File: src/rtl/core/cbd_pkg.sv
// Package for the console CPU bus decoder with sprite DMA.
// Holds the word types, operation codes, phase codes and the RAM write request.
// Depends on nothing; used by cbd_exec and the top level.
package cbd_pkg;

    // Operation codes of an input word.
    localparam logic [1:0] OP_READ  = 2'd0;
    localparam logic [1:0] OP_WRITE = 2'd1;
    localparam logic [1:0] OP_TICK  = 2'd2;

    // Tick phases of the six-phase counter.
    localparam logic [2:0] PHASE_FETCH = 3'd0;
    localparam logic [2:0] PHASE_STORE = 3'd3;
    localparam logic [2:0] PHASE_LAST  = 3'd5;

    // Decoded addresses.
    localparam logic [15:0] RAM_TOP      = 16'h1FFF;
    localparam logic [15:0] RAM_MIRROR   = 16'h07FF;
    localparam logic [2:0]  PPU_WINDOW   = 3'b001;
    localparam logic [15:0] DMA_PAGE_ADR = 16'h4014;
    localparam logic [14:0] PAD_PAIR     = 15'h200B;

    // Input word.
    typedef struct packed {
        logic [1:0]  operation;
        logic [15:0] address;
        logic [7:0]  write_data;
        logic        read_only;
        logic        cart_claims;
        logic [7:0]  cart_data;
        logic [7:0]  ppu_data;
        logic [7:0]  controller_buttons;
        logic        ppu_nmi;
    } t_in_word;

    // Result word.
    typedef struct packed {
        logic [7:0]  read_data;
        logic        ppu_access;
        logic [2:0]  ppu_register;
        logic        ppu_peek;
        logic        cpu_step;
        logic        oam_write;
        logic [7:0]  oam_address;
        logic [7:0]  oam_data;
        logic        nmi_to_cpu;
        logic [15:0] dma_fetch_address;
    } t_out_word;

    // Work RAM write request from the execute stage.
    typedef struct packed {
        logic        en;
        logic [15:0] addr;
        logic [7:0]  data;
    } t_ram_wr;

endpackage

File: src/rtl/core/cbd_exec.sv
// Execute stage: address decode, controller shifters, DMA sequencer and tick phase.
// Uses cbd_pkg for word types and codes; work RAM data arrives from the top level.
module cbd_exec (
    input  logic               i_clk,
    input  logic               i_rst_n,
    input  logic               i_advance,
    input  cbd_pkg::t_in_word  i_word,
    input  logic [7:0]         i_ram_data,
    output cbd_pkg::t_out_word o_result,
    output cbd_pkg::t_ram_wr   o_ram_wr,
    output logic [15:0]        o_fetch_next
);

    logic [7:0] r_pad [2];
    logic [7:0] r_page;
    logic [7:0] r_offset;
    logic [7:0] r_latch;
    logic       r_active;
    logic       r_align;
    logic [2:0] r_phase;

    logic [7:0] n_pad [2];
    logic [7:0] n_page;
    logic [7:0] n_offset;
    logic [7:0] n_latch;
    logic       n_active;
    logic       n_align;
    logic [2:0] n_phase;

    logic        is_fetch;
    logic [15:0] bus_addr;
    logic        hit_ram;
    logic        hit_ppu;
    logic        hit_pad;
    logic        hit_dma;
    logic        port;
    logic [7:0]  rd_byte;
    logic        do_read;

    // Bus address: the CPU address, or the DMA source on a fetch tick.
    assign is_fetch = (i_word.operation == cbd_pkg::OP_TICK) && r_active && !r_align
                      && (r_phase == cbd_pkg::PHASE_FETCH);
    assign bus_addr = is_fetch ? {r_page, r_offset} : i_word.address;
    assign hit_ram  = bus_addr <= cbd_pkg::RAM_TOP;
    assign hit_ppu  = bus_addr[15:13] == cbd_pkg::PPU_WINDOW;
    assign hit_pad  = bus_addr[15:1] == cbd_pkg::PAD_PAIR;
    assign hit_dma  = bus_addr == cbd_pkg::DMA_PAGE_ADR;
    assign port     = bus_addr[0];
    assign do_read  = (i_word.operation == cbd_pkg::OP_READ) || is_fetch;

    // Read decode in priority order: cartridge, RAM, PPU, controllers.
    always_comb begin
        if (i_word.cart_claims) begin
            rd_byte = i_word.cart_data;
        end else if (hit_ram) begin
            rd_byte = i_ram_data;
        end else if (hit_ppu) begin
            rd_byte = i_word.ppu_data;
        end else if (hit_pad) begin
            rd_byte = {7'd0, r_pad[port][7]};
        end else begin
            rd_byte = 8'd0;
        end
    end

    // Next state and result for the word in the stage.
    always_comb begin
        o_result = '0;
        o_ram_wr = '0;
        n_pad[0] = r_pad[0];
        n_pad[1] = r_pad[1];
        n_page   = r_page;
        n_offset = r_offset;
        n_latch  = r_latch;
        n_active = r_active;
        n_align  = r_align;
        n_phase  = r_phase;

        // Read side effects shared by CPU reads and DMA fetches.
        if (do_read && !i_word.cart_claims && !hit_ram) begin
            if (hit_ppu) begin
                o_result.ppu_access   = 1'b1;
                o_result.ppu_register = bus_addr[2:0];
                o_result.ppu_peek     = (i_word.operation == cbd_pkg::OP_READ)
                                        && i_word.read_only;
            end else if (hit_pad) begin
                n_pad[port] = {r_pad[port][6:0], 1'b0};
            end
        end

        case (i_word.operation)
            cbd_pkg::OP_READ: begin
                o_result.read_data = rd_byte;
            end
            cbd_pkg::OP_WRITE: begin
                if (!i_word.cart_claims) begin
                    if (hit_ram) begin
                        o_ram_wr.en   = i_advance;
                        o_ram_wr.addr = bus_addr & cbd_pkg::RAM_MIRROR;
                        o_ram_wr.data = i_word.write_data;
                    end else if (hit_ppu) begin
                        o_result.ppu_access   = 1'b1;
                        o_result.ppu_register = bus_addr[2:0];
                    end else if (hit_dma) begin
                        n_page   = i_word.write_data;
                        n_offset = 8'd0;
                        n_active = 1'b1;
                    end else if (hit_pad) begin
                        n_pad[port] = i_word.controller_buttons;
                    end
                end
            end
            cbd_pkg::OP_TICK: begin
                // CPU grant and DMA sequencing on the two active phases.
                if (r_phase == cbd_pkg::PHASE_FETCH || r_phase == cbd_pkg::PHASE_STORE) begin
                    if (!r_active) begin
                        o_result.cpu_step = 1'b1;
                    end else if (r_align) begin
                        if (r_phase == cbd_pkg::PHASE_STORE) begin
                            n_align = 1'b0;
                        end
                    end else if (r_phase == cbd_pkg::PHASE_FETCH) begin
                        n_latch = rd_byte;
                    end else begin
                        o_result.oam_write   = 1'b1;
                        o_result.oam_address = r_offset;
                        o_result.oam_data    = r_latch;
                        n_offset             = r_offset + 8'd1;
                        if (r_offset == 8'hFF) begin
                            n_active = 1'b0;
                            n_align  = 1'b1;
                        end
                    end
                end
                o_result.nmi_to_cpu = i_word.ppu_nmi;
                n_phase = (r_phase == cbd_pkg::PHASE_LAST) ? 3'd0 : r_phase + 3'd1;
            end
            default: begin
                // Unused code: no effect.
            end
        endcase

        o_result.dma_fetch_address = {n_page, n_offset};
    end

    assign o_fetch_next = i_advance ? {n_page, n_offset} : {r_page, r_offset};

    // Architectural state; changes only when the word leaves the stage.
    always_ff @(posedge i_clk) begin
        if (!i_rst_n) begin
            r_pad[0] <= 8'd0;
            r_pad[1] <= 8'd0;
            r_page   <= 8'd0;
            r_offset <= 8'd0;
            r_latch  <= 8'd0;
            r_active <= 1'b0;
            r_align  <= 1'b1;
            r_phase  <= 3'd0;
        end else if (i_advance) begin
            r_pad[0] <= n_pad[0];
            r_pad[1] <= n_pad[1];
            r_page   <= n_page;
            r_offset <= n_offset;
            r_latch  <= n_latch;
            r_active <= n_active;
            r_align  <= n_align;
            r_phase  <= n_phase;
        end
    end

endmodule

File: config.mk
export PLATFORM = sky130hd
export DESIGN_NAME = cbd_exec
export DESIGN_NICKNAME = d
export VERILOG_FILES = /design/src/rtl/core/cbd_pkg.sv /design/src/rtl/core/cbd_exec.sv
export SDC_FILE = /design/constraint.sdc
export NUM_CORES = 1
export LEC_CHECK = 0
export BUFFER_PORTS_ARGS = -buffer_cell sky130_fd_sc_hd__buf_2
export CELL_PAD_IN_SITES_DETAIL_PLACEMENT = 0
export CELL_PAD_IN_SITES_GLOBAL_PLACEMENT = 1
export CORE_MARGIN = 1.5
export CORE_UTILIZATION = 32
export CTS_CLUSTER_DIAMETER = 120
export DETAILED_ROUTE_END_ITERATION = 12
export PLACE_DENSITY_LB_ADDON = 0.1
export SYNTH_ARGS = -nofsm -noshare
export SYNTH_HDL_FRONTEND = slang
export SYNTH_SLANG_ARGS = --single-unit
File: constraint.sdc
create_clock -name i_clk -period 2.3 [get_ports i_clk]
set_input_delay 0.115 -clock i_clk [delete_from_list [all_inputs] [get_ports i_clk]]
set_output_delay 0.115 -clock i_clk [all_outputs]
set_load 0.005 [all_outputs]
## Yosys cells after proc, flatten, opt, wreduce, memory -nomap -nowiden

Memory sizes are Yosys's and may differ from the RTL's.
Cells that the tools add are included.

- Register bits: 29
- ROM bits: 0
- Output and inout port bits: 89
- Word-level logic and storage cells: 118
- Bits in latches: 0
- Memories: 1
- Memory bits (writable): 16

Memory list:

| name | depth | width | rd ports | clocked after Yosys merged registers in | wr ports | line | RTL |
|---|---|---|---|---|---|---|---|
| r_pad | 2 | 8 | 3 | 0 | 2 | cbd_exec.sv:14 | `logic [7:0] r_pad [2];` |

- Reductions and logical operators: 19
- Eq/ne operators: 13
- Multipliers: 0
- Mux-type cells: 70
- Magnitude comparators: 3
- Bitwise gates (word level): 4
- Add/sub/neg operators: 2
- Shift operators: 0
- Div/mod/pow operators: 0

Operators by type and width:

| kind | count |
|---|---|
| $mux W16 | 11 |
| $mux W8 | 20 |
| $mux W25 | 3 |
| $mux W17 | 3 |
| $bwmux W16 | 2 |
| $mux W1 | 19 |
| $mux W19 | 1 |
| $mux W18 | 1 |
| $eq A16 B15 Y1 const B | 1 |
| $le A16 B13 Y1 const B | 1 |
| $mux W4 | 4 |
| $pmux W8 S2 | 1 |
| $eq A15 B14 Y1 const B | 1 |
| $mux W5 | 2 |
| $add A8 B1 Y8 const B | 1 |
| $demux W8 S1 | 1 |
| $eq A8 B8 Y1 const B | 1 |
| $ne A2 B2 Y1 const B | 4 |
| $logic_and A1 B1 Y1 | 7 |
| $reduce_and A7 Y1 | 1 |
| $reduce_and A6 Y1 | 1 |
| $reduce_and A4 Y1 | 1 |
| $add A3 B1 Y3 const B | 1 |
| $eq A3 B1 Y1 const B | 1 |
| 18 further kinds | 22 |

## Longest topological paths before layout

Gate-level depths: netlist (run 1).

- Word-level depth: 22
- Mapped depth: 11
- Depth with buffers taken out: 8

## Least setup slack after synthesis (run 1)

OpenSTA, ideal clock, no wires.

- Path type: in2reg
- From: input port i_word[51] (netlist bit)
- To: memory r_pad[0][3] (data pin)
- Path slack: -0.077 ns
- Arrival: 2.115 ns
- Stages: 10
- Path buffers: 2
- Data required time: 2.038 ns
- Cells stage by stage: inv_1 ha_1 clkbuf_1 nand3b_1 nor2_4 mux2_2 or3_1 buf_2 o32ai_1 nor3_1

RTL lines:

| what | line | RTL |
|---|---|---|
| start, declared | cbd_exec.sv:7 | `input cbd_pkg::t_in_word i_word,` |
| end, declared | cbd_exec.sv:14 |  |

==> results of run 1 <==
==> worst register-to-register path, cell delays in order (launching register included) <==
cell	delay [ns]
dfxtp_2	0.34
nor3_4	0.21
inv_2	0.10
nor2_4	0.13
buf_4	0.14
mux2_4	0.31
or3_4	0.38
buf_6	0.16
o32ai_2	0.20
nor3_1	0.07
==> cell usage after synthesis (all sizes together), types with 3 or more instances <==
| master | n |
|---|---|
| o211ai | 8 |
| a21boi | 3 |
| edfxtp | 16 |
| dfxtp | 29 |
| nor3 | 17 |
| nor4 | 6 |
| nand3b | 3 |
| o211a | 7 |
| and3 | 7 |
| nor2 | 29 |
| ha | 6 |
| inv | 10 |
| a41oi | 4 |
| mux2i | 20 |
| mux2 | 24 |
| a31oi | 12 |
| nand2 | 54 |
| and2 | 46 |
| or3 | 8 |
| clkbuf | 23 |
| o31ai | 5 |
| nand3 | 13 |
| nand4 | 3 |
| buf | 14 |
| a21oi | 30 |
| and3b | 7 |
| o32ai | 5 |
| o21ai | 36 |
==> path summary, 6_finish.rpt <==
kind | depth (start not counted) | start | end
max | 11 | r_phase[2] | o_result[44]
min | 2 | i_rst_n | r_align
min reg2reg | 1 | r_latch[7] | r_latch[7]
max reg2reg | 9 | r_phase[2] | r_pad[0][6]
==> registers in the layout (all words and copies together), names as in the netlist <==
name,flops
r_pad,16
r_latch,8
r_offset,8
r_page,8
r_phase,3
r_active,1
r_align,1
==> logic make-up (layout without fill, tap and decap cells) <==
logic type               after synthesis  in the layout  synth area share, %
AND/OR/NAND/NOR                      205            205                 30.1
AO/OA/AOI/OAI                        124            124                 21.8
buffers and inverters                 48            265                 5.62
flip-flops                            45             45                 27.9
multiplexers                          44             44                 12.4
adder cells (fa/ha/maj)                6              6                 1.97
other                                  1              5               0.0985
XOR/XNOR                               1              1                0.230
==> power by group through the flow <==
stage | logic (mW) | registers, mW | clock network, mW
2_1_floorplan | 0.161 | 0.869 | 0
3_3_place_gp | 0.319 | 0.872 | 0
3_5_place_dp | 0.322 | 0.873 | 0
4_1_cts | 0.390 | 0.857 | 0.968
5_1_grt | 0.453 | 0.858 | 1.01
6_report | 0.419 | 0.856 | 0.953
==> metal layers <==
layer / part of all wire (%) / routed length [um] / vias to the layer above / GRT usage, %
met5: 0 / 0 / - / 0
li1: - / - / 2176 / -
met3: 6.4 / 952 / 13 / 4.59
met4: 1.2 / 181 / 0 / 5.91
met2: 48 / 7160 / 159 / 38.7
met1: 44 / 6600 / 2115 / 30.4
==> timing repair <==
action	in CTS	in global routing
setup buffers	23	5
cloned	1	1
resized for setup	78	62
pin swaps	32	20
endpoints found under the setup margin	79	93
hold buffers	0	0
hold endpoints to repair	0	0
==> cell type report <==
type / instances / area [sq um]
Inverter: 11 / 41.3
Clock buffer: 5 / 125
Clock inverter: 3 / 68.8
Tap cell: 143 / 179
Multi-Input combinational cell: 385 / 2930
Fill cell: 1101 / 5440
Sequential cell: 45 / 1070
Timing Repair Buffer: 246 / 1660
==> cell usage in the layout, fill, tap and decap left out, types with 11 or more instances in the layout <==
cell type  instances
buf_2            140
buf_4             73
nand2_1           53
and2_1            38
buf_6             28
dfxtp_1           25
a21oi_1           22
mux2_2            22
nor2_1            21
o21ai_0           19
edfxtp_1          16
nor3_1            14
o21ai_1           12
a31oi_1           12
nand3_1           11
mux2i_1           11
==> results.py, run 1 <==
metrics = {
    "run_status": {
        "status": "finished with violations",
        "failed_checks": "design-rule violations, negative setup slack",
    },
    "detailed_routing": {
        "drc": 4,
        "avgRoutedWirePerCell_um": 17.8,
        "ant_nets": 0,
        "drt-total-wl_um": 14900,
        "vias": 4463,
        "drt_pass1_iterations": 9,
        "drt-initial-drc-count": 252,
        "routed_via_density": 5.33,
    },
    "synthesis": {
        "synth_area_sq_mm": 0.00381,
        "synth_seq_cells": 45,
        "synth.area.top_cells": "dfxtp_1 (15%), edfxtp_1 (13%), and2_1 (7.4%), mux2_2 (7.1%), mux2i_1 (5.3%)",
        "async_reset_ff_share_pct": 0,
        "syn-instance-count": 474,
        "ys_seq_area_share_pct": 27.9,
        "yosys_warnings": 0,
        "syn_avg_cell_area_sq_um": 8.03,
        "synth_cell_types": 63,
        "synth_edf_count": 16,
        "yosysTopAreaCellShare_pct": 15.3,
        "ys_dominant_reg_cell": "dfxtp_1",
        "yosys.area.top_type": "dfxtp_1",
    },
    "worst_setup_path": {
        "crit_family": "buffers and inverters",
        "startpoint_type": "register",
        "reg2reg_slack_ns": 0,
        "path_buf_inv": 5,
        "worst-path-max-fanout": 6,
        "path_common_cell": "buf_6",
        "end_kind": "primary output",
        "cp.required_ns": 2.18,
        "critPathSlowestCell": "dfxtp_2",
        "critPathKind": "reg2out",
        "critical_path_arrival_ns": 2.41,
        "cp_slowest_stage_delay_ns": 0.34,
        "path_cells": "nor3_4 -> inv_2 -> nor2_4 -> buf_6 -> buf_6 -> mux2i_4 -> clkbuf_16 -> mux2i_2 -> o21ai_1 -> and2_1 -> buf_2",
    },
    "grt": {
        "grt_overflow": 0,
        "grt_pass1_wl_um": 23000,
        "track_usage_pct": 23.0,
        "first_global_vias": 4396,
        "grt_start_max_net_pins": 19,
        "grt_antenna_before_repair": 0,
    },
    "final_layout": {
        "final_area_sq_mm": 0.00608,
        "antennaDiodeCount": 0,
        "nets": 764,
        "drive_gt1_share_pct": 51.2,
        "fin_cells": 838,
        "area_growth_pct": 59.7,
        "final_util_pct": 52.8,
    },
    "timing": {
        "rsz0062_at_grt": "true",
        "worstMarginPinSlew_ns": 0.501,
        "finalCritPeriodShare_pct": 110,
        "setup_violations": 65,
        "fin_tns_setup_ns": -8.33,
        "finalHoldViolCount": 0,
        "period_needed_ns": 2.52,
        "worst_slew_margin_rel_pct": 66.6,
        "worst_slack_ns": -0.223,
        "slew_violations": 0,
        "holdWs_ns": 0.0651,
        "skew_ns": 0.00935,
        "fmax_mhz": 396,
    },
    "floorplanning": {
        "dieArea_sq_mm": 0.0126,
        "pin_count": 153,
        "core_area_sq_mm": 0.0115,
        "initial_core_util_pct": 33.1,
        "dieHeight_um": 112,
        "rows": 39,
        "die_x_um": 112,
    },
    "placed_design": {
        "gp_congestion": 0.954,
        "dp_slack_ns": -0.147,
        "portBuffers": 147,
        "place_hpwl_um": 11200,
        "post_dp_cell_area_sq_mm": 0.00516,
        "placedCellCount": 805,
    },
    "power": {
        "p_clk_share_pct": 42.8,
        "total_power_mw": 2.23,
        "power.density_mw_per_mm2": 367,
        "comb_power_share_pct": 18.8,
        "ir_drop_uv": 288,
        "p_sw_uw": 563,
        "p_leak_nw": 2.88,
        "p_int_mw": 1.67,
        "switching_share_pct": 25.2,
        "p_seq_share_pct": 38.4,
    },
    "job": {
        "drv_cap": 0,
    },
    "hold_path": {
        "min_path_type": "in2reg",
    },
    "clocking": {
        "insertion_delay_ns": 0.29,
        "clock-sinks": 45,
        "cts_root_buf": "clkbuf_16",
        "htreeDepth": 2,
        "cts_tree": "yes",
        "cts-buffers-inserted": 5,
        "clockBufferDepth": 2,
        "clkTransAtPathRegs_ns": 0.07,
    },
}
Power figures use the tool's default switching activity.
==> run 2, diff against run 1 <==
--- a/config.mk
+++ b/config.mk
@@ -12,7 +12,7 @@
 export CORE_UTILIZATION = 32
 export CTS_CLUSTER_DIAMETER = 120
 export DETAILED_ROUTE_END_ITERATION = 12
-export PLACE_DENSITY_LB_ADDON = 0.1
+export PLACE_DENSITY = 0.87
 export SYNTH_ARGS = -nofsm -noshare
 export SYNTH_HDL_FRONTEND = slang
 export SYNTH_SLANG_ARGS = --single-unit
==> run 2 against run 1 <==
Effect of this change:
- the run still ends with design-rule violations, negative setup slack left
- hold slack gained 0.047 ns
- clock skew down 0.00065 ns
- global-route usage is 0.11 points lower
- first-iteration DRC count increased by 46%
- maximum frequency is 1.9% higher
- count of clock-buffer cells in the layout stayed put
- critical endpoint is now o_fetch_next[6]
- largest cell class unchanged
==> results.py, run 2 (synthesis gave the netlist of run 1 again) <==
metrics = {
    "timing": {
        "slew_violations": 0,
        "fmax_mhz": 404,
        "worst_slew_margin_rel_pct": 49.6,
        "skew_ns": 0.00869,
        "setup_violations": 64,
        "worstMarginPinSlew_ns": 0.757,
        "rsz0062_at_grt": "true",
        "worst_slack_ns": -0.175,
        "finalCritPeriodShare_pct": 108,
        "finalHoldViolCount": 0,
        "period_needed_ns": 2.47,
    },
    "placed_design": {
        "dp_slack_ns": -0.207,
        "placedCellCount": 801,
        "portBuffers": 147,
        "gp_congestion": 0.917,
        "place_hpwl_um": 11000,
    },
    "clocking": {
        "cts_root_buf": "clkbuf_16",
        "insertion_delay_ns": 0.29,
        "htreeDepth": 2,
        "clock-sinks": 45,
        "cts_tree": "yes",
        "clockBufferDepth": 2,
        "cts-buffers-inserted": 5,
        "clkTransAtPathRegs_ns": 0.07,
    },
    "floorplanning": {
        "dieArea_sq_mm": 0.0126,
        "initial_core_util_pct": 33.1,
        "dieHeight_um": 112,
        "pin_count": 153,
        "die_x_um": 112,
        "core_area_sq_mm": 0.0115,
        "rows": 39,
    },
    "final_layout": {
        "fin_cells": 842,
        "antennaDiodeCount": 0,
        "final_cell_mix": "buf_2 (146), buf_4 (84), nand2_1 (53)",
        "nets": 768,
        "top_register": "r_pad",
        "area_growth_pct": 55.4,
        "final_common_cell": "buf_2",
        "largest_reg_flops": 16,
        "drive_gt1_share_pct": 49.9,
    },
    "power": {
        "ir_drop_uv": 288,
        "p_leak_nw": 2.83,
        "power.density_mw_per_mm2": 351,
    },
    "worst_setup_path": {
        "critPathKind": "reg2out",
        "worst-path-max-fanout": 6,
        "end_kind": "primary output",
        "crit_family": "compound AO/OA/AOI/OAI gates",
        "critical_path_arrival_ns": 2.36,
        "startpoint_type": "register",
        "path_buf_inv": 5,
        "cp_slowest_stage_delay_ns": 0.34,
        "path_cells": "nor3_4 -> inv_2 -> buf_6 -> o2111ai_4 -> o22ai_4 -> buf_12 -> a41oi_4 -> buf_6 -> nand2_1 -> nand2_1 -> buf_2",
        "cp.required_ns": 2.18,
        "critPathSlowestCell": "dfxtp_2",
    },
    "detailed_routing": {
        "drt-initial-drc-count": 368,
        "vias": 4677,
        "drt-total-wl_um": 15100,
        "ant_nets": 0,
        "drt_pass1_iterations": 9,
        "routed_via_density": 5.55,
        "drc": 4,
        "avgRoutedWirePerCell_um": 18.0,
    },
    "hold_path": {
        "min_path_type": "in2reg",
    },
    "job": {
        "drv_cap": 0,
    },
    "grt": {
        "track_usage_pct": 22.9,
        "grt_antenna_before_repair": 0,
        "grt_start_max_net_pins": 19,
        "grt_pass1_wl_um": 23100,
        "grt_overflow": 0,
        "first_global_vias": 4472,
    },
    "run_status": {
        "failed_checks": "design-rule violations, negative setup slack",
        "status": "finished with violations",
    },
}
-- run 2: stage by stage --
stage	TNS [ns]	util, %	area [sq um]	hold slack, ns	total power, mW
6_report	-6.12	51.3	5910	0.112	2.07
5_1_grt	-13.17	51.3	5910	0.143	2.15
4_1_cts	-4.81	49.8	5740	0.110	2.05
3_5_place_dp	-7.80	44.2	5090	0.411	1.18
3_3_place_gp	-4.05	44.2	5090	0.401	1.18
2_1_floorplan	0	-	3830	0.283	1.03
-- run 2: final cells by class --
cell class | instances | area, sq um
fillers | 1090 | 5600
flip-flops and latches | 45 | 1070
well taps | 143 | 179
repair buffers | 249 | 1580
clock buffers | 5 | 125
inverters | 11 | 41.3
clock inverters | 3 | 41.3
multi-input cells | 386 | 2870
-- run 2: timing repair --
| action | in CTS | in global routing |
|---|---|---|
| pin swaps | 25 | 19 |
| cloned | 2 | 0 |
| endpoints found under the hold margin | 0 | 0 |
| setup endpoints to repair | 84 | 82 |
| gates resized for setup | 73 | 39 |
| hold buffers | 0 | 0 |
| buffers inserted | 29 | 4 |
-- run 2: path summary, 6_finish.rpt --
check	start	endpoint	slack [ns]	cells after the start
max reg2reg	r_phase[0]	r_latch[5]	-0.13	14
min reg2reg	r_latch[4]	r_latch[4]	0.50	1
max	r_phase[0]	o_fetch_next[6]	-0.17	11
min	i_word[17]	r_latch[0]	0.11	3
-- run 2: tightest hold or removal path: stages --
cell     delay (ns)
buf_2          0.09
nand2_1        0.07
a31oi_1        0.07
-- run 2: routing by layer --
layer,wire [um],GRT usage (%)
met3,1160,4.32
met5,0,0
met2,7490,40.1
met1,6230,29.0
met4,256,6.16
-- run 2: power by group --
part | leakage, nW | internal, mW | switching, mW | total [mW]
clock network | 0.0775 | 0.509 | 0.304 | 0.812
registers | 0.414 | 0.844 | 0.0141 | 0.858
logic | 2.34 | 0.188 | 0.217 | 0.405
